<file path="config.mk">
export PLATFORM = sky130hd
export DESIGN_NAME = ebj_ctrl
export DESIGN_NICKNAME = d
export VERILOG_FILES = /design/src/hw/rtl/ebj_pkg.sv /design/src/hw/rtl/ebj_ctrl.sv
export SDC_FILE = /design/constraint.sdc
export NUM_CORES = 1
export LEC_CHECK = 0
export BUFFER_PORTS_ARGS = -buffer_cell sky130_fd_sc_hd__buf_2
export CAP_MARGIN = 15
export CORE_AREA = 4 4 41 43
export CTS_CLUSTER_SIZE = 28
export DETAILED_ROUTE_END_ITERATION = 8
export DIE_AREA = 0 0 45 47
export GPL_ROUTABILITY_DRIVEN = 0
export PLACE_DENSITY = 0.66
export SLEW_MARGIN = 20
export SYNTH_ARGS = -nofsm -noshare
export SYNTH_HDL_FRONTEND = slang
export SYNTH_SLANG_ARGS = --single-unit
</file>
<file path="constraint.sdc">
create_clock -name i_clk -period 1.5 [get_ports i_clk]
set_input_delay 0.075 -clock i_clk [delete_from_list [all_inputs] [get_ports i_clk]]
set_output_delay 0.075 -clock i_clk [all_outputs]
set_load 0.01 [all_outputs]
</file>
<file path="src/hw/rtl/ebj_pkg.sv">
// shared types, codes and constants of the exponential backoff deadline generator
// depends on nothing; used by the interfaces, controller, datapath and top level
package ebj_pkg;

    // deadline saturation range, bits of time
    localparam int TIME_WIDTH = 48;
    localparam logic [63:0] DL_CAP = (TIME_WIDTH >= 64) ? 64'hFFFF_FFFF_FFFF_FFFF
                                                        : ((64'd1 << TIME_WIDTH) - 64'd1);

    localparam int KIND_W   = 2;
    localparam int NOW_W    = 47;
    localparam int DL_W     = 48;
    localparam int CUR_W    = 48;
    localparam int CFG_IDX_W = 3;
    localparam int CFG_DATA_W = 32;

    // event kinds
    localparam logic [KIND_W-1:0] KIND_BEGIN = 2'd0;
    localparam logic [KIND_W-1:0] KIND_STEP  = 2'd1;
    localparam logic [KIND_W-1:0] KIND_RESET = 2'd2;

    // register indexes
    localparam logic [CFG_IDX_W-1:0] CFG_INIT_TIMEOUT = 3'd0;
    localparam logic [CFG_IDX_W-1:0] CFG_GROWTH       = 3'd1;
    localparam logic [CFG_IDX_W-1:0] CFG_JITTER       = 3'd2;
    localparam logic [CFG_IDX_W-1:0] CFG_MIN_TIMEOUT  = 3'd3;
    localparam logic [CFG_IDX_W-1:0] CFG_MAX_TIMEOUT  = 3'd4;
    localparam logic [CFG_IDX_W-1:0] CFG_RNG_SEED     = 3'd5;

    // register reset values
    localparam logic [31:0] INIT_RST   = 32'd1000;
    localparam logic [15:0] GROWTH_RST = 16'd410;
    localparam logic [15:0] JITTER_RST = 16'd13107;
    localparam logic [31:0] MIN_RST    = 32'd20000;
    localparam logic [31:0] MAX_RST    = 32'd120000;
    localparam logic [31:0] SEED_RST   = 32'd1;

    // 31-bit generator
    localparam logic [30:0] LCG_MUL    = 31'h41C6_4E6D;
    localparam logic [30:0] LCG_ADD    = 31'd12345;
    localparam logic [30:0] HALF_RANGE = 31'h4000_0000;

    // saturation limits of the stored timeout, at the width of the jitter sum
    localparam logic signed [59:0] CUR_MAX = 60'sh000_7FFF_FFFF_FFFF;
    localparam logic signed [59:0] CUR_MIN = 60'shFFF_8000_0000_0000;

    // jitter multiply: grown magnitude taken sixteen bits a pass
    localparam int CHUNK_W = 2;
    localparam logic [CHUNK_W-1:0] CHUNK_LAST = 2'd3;

    typedef enum logic [3:0] {
        S_IDLE,
        S_GROW,
        S_PREP,
        S_MUL,
        S_ACC,
        S_SUM,
        S_SAT,
        S_EMIT
    } t_ebj_state;

    typedef struct packed {
        logic               capture;
        logic               ld_init;
        logic               grow;
        logic               prep;
        logic               mul;
        logic               acc;
        logic               last;
        logic               sum;
        logic               sat;
        logic               emit;
        logic [CHUNK_W-1:0] chunk;
    } t_ebj_cmd;

endpackage

</file>
<file path="src/hw/rtl/ebj_ctrl.sv">
// controller of the deadline generator: event decode, step sequencing, result valid
// depends on ebj_pkg; drives the command struct of ebj_dpath
module ebj_ctrl (
    input  logic                        i_clk,
    input  logic                        i_rst_n,
    input  logic                        i_in_valid,
    input  logic [ebj_pkg::KIND_W-1:0]  i_kind,
    output logic                        o_in_ready,
    input  logic                        i_out_ready,
    output logic                        o_out_valid,
    output ebj_pkg::t_ebj_cmd           o_cmd
);

    ebj_pkg::t_ebj_state r_state, n_state;
    logic [ebj_pkg::CHUNK_W-1:0] r_chunk, n_chunk;
    logic r_out_valid, n_out_valid;
    logic w_in_xfer;

    assign o_in_ready  = (r_state == ebj_pkg::S_IDLE);
    assign w_in_xfer   = i_in_valid && o_in_ready;
    assign o_out_valid = r_out_valid;

    always_ff @(posedge i_clk) begin
        if (!i_rst_n) begin
            r_state     <= ebj_pkg::S_IDLE;
            r_chunk     <= '0;
            r_out_valid <= 1'b0;
        end else begin
            r_state     <= n_state;
            r_chunk     <= n_chunk;
            r_out_valid <= n_out_valid;
        end
    end

    always_comb begin
        n_state = r_state;
        n_chunk = r_chunk;
        o_cmd   = '0;
        o_cmd.chunk = r_chunk;
        n_out_valid = r_out_valid && !i_out_ready;
        case (r_state)
            ebj_pkg::S_IDLE: begin
                if (w_in_xfer) begin
                    o_cmd.capture = 1'b1;
                    case (i_kind)
                        ebj_pkg::KIND_BEGIN: begin
                            o_cmd.ld_init = 1'b1;
                            n_state = ebj_pkg::S_EMIT;
                        end
                        ebj_pkg::KIND_STEP: begin
                            n_state = ebj_pkg::S_GROW;
                        end
                        ebj_pkg::KIND_RESET: begin
                            o_cmd.ld_init = 1'b1;
                        end
                        default: begin
                            // unused kind: dropped
                        end
                    endcase
                end
            end
            ebj_pkg::S_GROW: begin
                o_cmd.grow = 1'b1;
                n_state = ebj_pkg::S_PREP;
            end
            ebj_pkg::S_PREP: begin
                o_cmd.prep = 1'b1;
                n_chunk = '0;
                n_state = ebj_pkg::S_MUL;
            end
            ebj_pkg::S_MUL: begin
                o_cmd.mul = 1'b1;
                n_state = ebj_pkg::S_ACC;
            end
            ebj_pkg::S_ACC: begin
                o_cmd.acc = 1'b1;
                if (r_chunk == ebj_pkg::CHUNK_LAST) begin
                    o_cmd.last = 1'b1;
                    n_chunk = '0;
                    n_state = ebj_pkg::S_SUM;
                end else begin
                    n_chunk = r_chunk + 1'b1;
                    n_state = ebj_pkg::S_MUL;
                end
            end
            ebj_pkg::S_SUM: begin
                o_cmd.sum = 1'b1;
                n_state = ebj_pkg::S_SAT;
            end
            ebj_pkg::S_SAT: begin
                o_cmd.sat = 1'b1;
                n_state = ebj_pkg::S_EMIT;
            end
            ebj_pkg::S_EMIT: begin
                // hold here until the output register is free
                if (!r_out_valid || i_out_ready) begin
                    o_cmd.emit  = 1'b1;
                    n_out_valid = 1'b1;
                    n_state = ebj_pkg::S_IDLE;
                end
            end
            default: begin
                n_state = ebj_pkg::S_IDLE;
            end
        endcase
    end

    a_valid_from_emit: assert property (@(posedge i_clk) disable iff (!i_rst_n)
        $rose(r_out_valid) |-> $past(r_state == ebj_pkg::S_EMIT))
        else $error("result valid raised outside the emit state");

    a_last_pass_to_sum: assert property (@(posedge i_clk) disable iff (!i_rst_n)
        (r_state == ebj_pkg::S_ACC && r_chunk == ebj_pkg::CHUNK_LAST)
        |=> (r_state == ebj_pkg::S_SUM))
        else $error("jitter accumulate did not end after the last pass");

    a_step_starts_grow: assert property (@(posedge i_clk) disable iff (!i_rst_n)
        (w_in_xfer && i_kind == ebj_pkg::KIND_STEP) |=> (r_state == ebj_pkg::S_GROW))
        else $error("step transfer did not start the growth sequence");

endmodule

</file>
==> reports/metrics.csv <==
metric;value;unit
drc_errors;0;
period_share;92.8;%
start_util;29.5;%
wl;925;um
clk_pin_slew_worst_paths;0.05;ns
cp-start-kind;flip-flop;
yosys-mux-area-fraction;0;%
slowest_stage;or3b_4;
overflow;0;
fin_tns_setup;0;ns
yosysSeqAreaShare;31.3;%
outcome;finished clean;
syn_to_final_growth;40.7;%
fin_util;41.5;%
antenna_found_initial;0;
numPortBuffers;19;
grt_pass1_vias;380;
vias;407;
synth_fa_ha_area_share;3.26;%
drv_cap;0;
hp-start;i_rst_n;
postCtsSetupRepairBufs;0;
multiInputGateArea;251;um2
seqCellArea;123;um2
worst_pin_slew;0.516;ns
report.final.slew_viol_count;0;
cts_tree;built;
peakVddDrop;0.542;mV
arrival;1.32;ns
relSlewSlack;65.1;%
cts.sinks;6;
hold_depth;2;
crit_chain;buf_4, or3b_4, inv_1, buf_2;
reg2reg_setup_slack;0.18;ns
min_period;1.39;ns
critical_path_class;reg -> out;
io_pins;20;
netlist_instances;48;
avgSynthCellArea;8.00;um2
synthSimpleGateAreaFrac;42.7;%
max_freq;718;MHz
first_pass_iters;4;
path_max_fanout;5;
htree_levels;1;
ant_nets;0;
yosys_warnings;0;
p_per_area;1300;nW/um2
cp-end-kind;output port;
cts_made_buffers;3;
clock_skew;0.00268;ns
final_hold_viol_count;0;
drive_gt1_share;44.3;%
drtIter0Drc;8;
die_h;47;um
p_leak;0.000292;uW
syn_nets;55;
wl_per_cell;10.9;um
synth_top_family_by_area;simple AND/OR/NAND/NOR gates;
rsz0062_at_grt;no;
via_per_inst;4.79;
grt_max_degree;12;
cts_buffer_depth;2;
dp_hpwl;694;um
n_fill_cell;139;
core;1300;um2
die_width;45;um
postCtsHoldBufs;0;
syn_area;384;um2
num_rows;13;
whs;0.103;ns
dieArea;2120;um2
setup_viol;0;
nets;79;
rr_startpoint;r_state[2];
min_to;o_out_valid;
ys_seq_elements;6;
ff2ff_path_depth;3;
clkLatencyLatePin;0.24;ns
grt_usage;10.1;%
grt_pass1_wl;1550;um
synth_compound_area_share;17.6;%
antenna_cells_inserted;0;
slowest_delay;0.40;ns
r2r_end;r_chunk[0];
worstPathRequired;1.42;ns
cts_resized;3;
synth_xor_area_share;0;%
root_buffer;clkbuf_4;
hold_class;in -> reg;
ys_types;25;
==> Yosys cell counts <==
cell type / instances / area, um2
nor3b_1: 1 / 7.51
o41ai_1: 2 / 17.5
dfxtp_1: 6 / 120
and2_1: 2 / 12.5
or3b_4: 1 / 11.3
ha_1: 1 / 12.5
clkbuf_1: 2 / 7.51
o21a_1: 1 / 7.51
nor2b_1: 4 / 25.0
and3_1: 2 / 12.5
nand2_1: 3 / 11.3
a21boi_1: 1 / 7.51
a21boi_0: 2 / 15.0
o31ai_1: 1 / 7.51
nand2b_1: 1 / 6.26
nor3_1: 1 / 5.00
buf_2: 1 / 5.00
and3b_1: 2 / 17.5
inv_1: 2 / 7.51
nand3_1: 4 / 20.0
a211oi_1: 1 / 7.51
or3b_2: 2 / 17.5
nor2_1: 3 / 11.3
or3_1: 1 / 6.26
a21oi_1: 1 / 5.00
==> worst max path at each step <==
| stage | end | cells past startpoint | startpoint |
|---|---|---|---|
| finish | o_cmd[8] | 4 | r_state[2] |
| floorplan | o_cmd[10] | 4 | r_state[2] |
| CTS | o_cmd[10] | 5 | r_state[2] |
| detailed placement | r_chunk[0] | 3 | r_state[1] |
| global route | r_state[2] | 3 | r_state[2] |
| global placement | r_state[2] | 3 | r_state[2] |
==> critical path: cells and delay by family, from the launching register on <==
family / cells / cell delay (ns)
buf+inv: 3 / 0.33
simple gates: 1 / 0.40
flops: 1 / 0.34
==> placed cells by master, fill, tap and decap left out, types with 2 or more instances in the layout <==
cell and n:
or3b_4 2, inv_1 2, nor2_1 3, and3_1 2
a21boi_0 2, o41ai_1 2, clkbuf_4 3, nor2b_1 4
nand3_1 4, and2_1 2, nand2_1 3, and3b_1 2
buf_2 19, dfxtp_2 2, dfxtp_1 4, buf_4 3
==> registers in the layout (all words and copies together) (netlist names) <==
register	count
r_state	3
r_chunk	2
o_out_valid	1
==> cell type report <==
class,instances,area share (%)
multi-input combinational,37,46.5
sequential,6,22.7
timing repair buffer,22,21.8
clock buffer,3,4.17
tap,15,3.47
inverter,2,1.39
==> metal layers <==
layer	vias to the layer above	GRT usage (%)	routed length (um)
li1	215	-	-
met2	17	14.1	373
met5	-	0	0
met4	0	3.51	0
met3	0	4.60	89
met1	175	13.5	462
==> power by group <==
group          leakage, uW  switching [uW]  internal [uW]
clock            0.0000138            59.1           90.6
sequential       0.0000497            49.3            194
combinational     0.000228             154            158
==> kinds of logic after synthesis <==
| family | count (synthesis) |
|---|---|
| AO/OA/AOI/OAI | 9 |
| flip-flops | 6 |
| buffers and inverters | 5 |
| AND/OR/NAND/NOR | 27 |
| adder cells (fa/ha/maj) | 1 |
==> through the flow <==
stage / power (uW) / cells / worst slack (ns) / area [um2]
6_report: 705 / 85 / 0.108 / 541
5_1_grt: 760 / 85 / 0.0136 / 541
4_1_cts: 702 / 85 / 0.0739 / 536
3_5_place_dp: 537 / 82 / 0.177 / 508
3_3_place_gp: 533 / 82 / 0.185 / 508
2_1_floorplan: 417 / 48 / 0.108 / 384
Power figures use the tool's default switching activity.
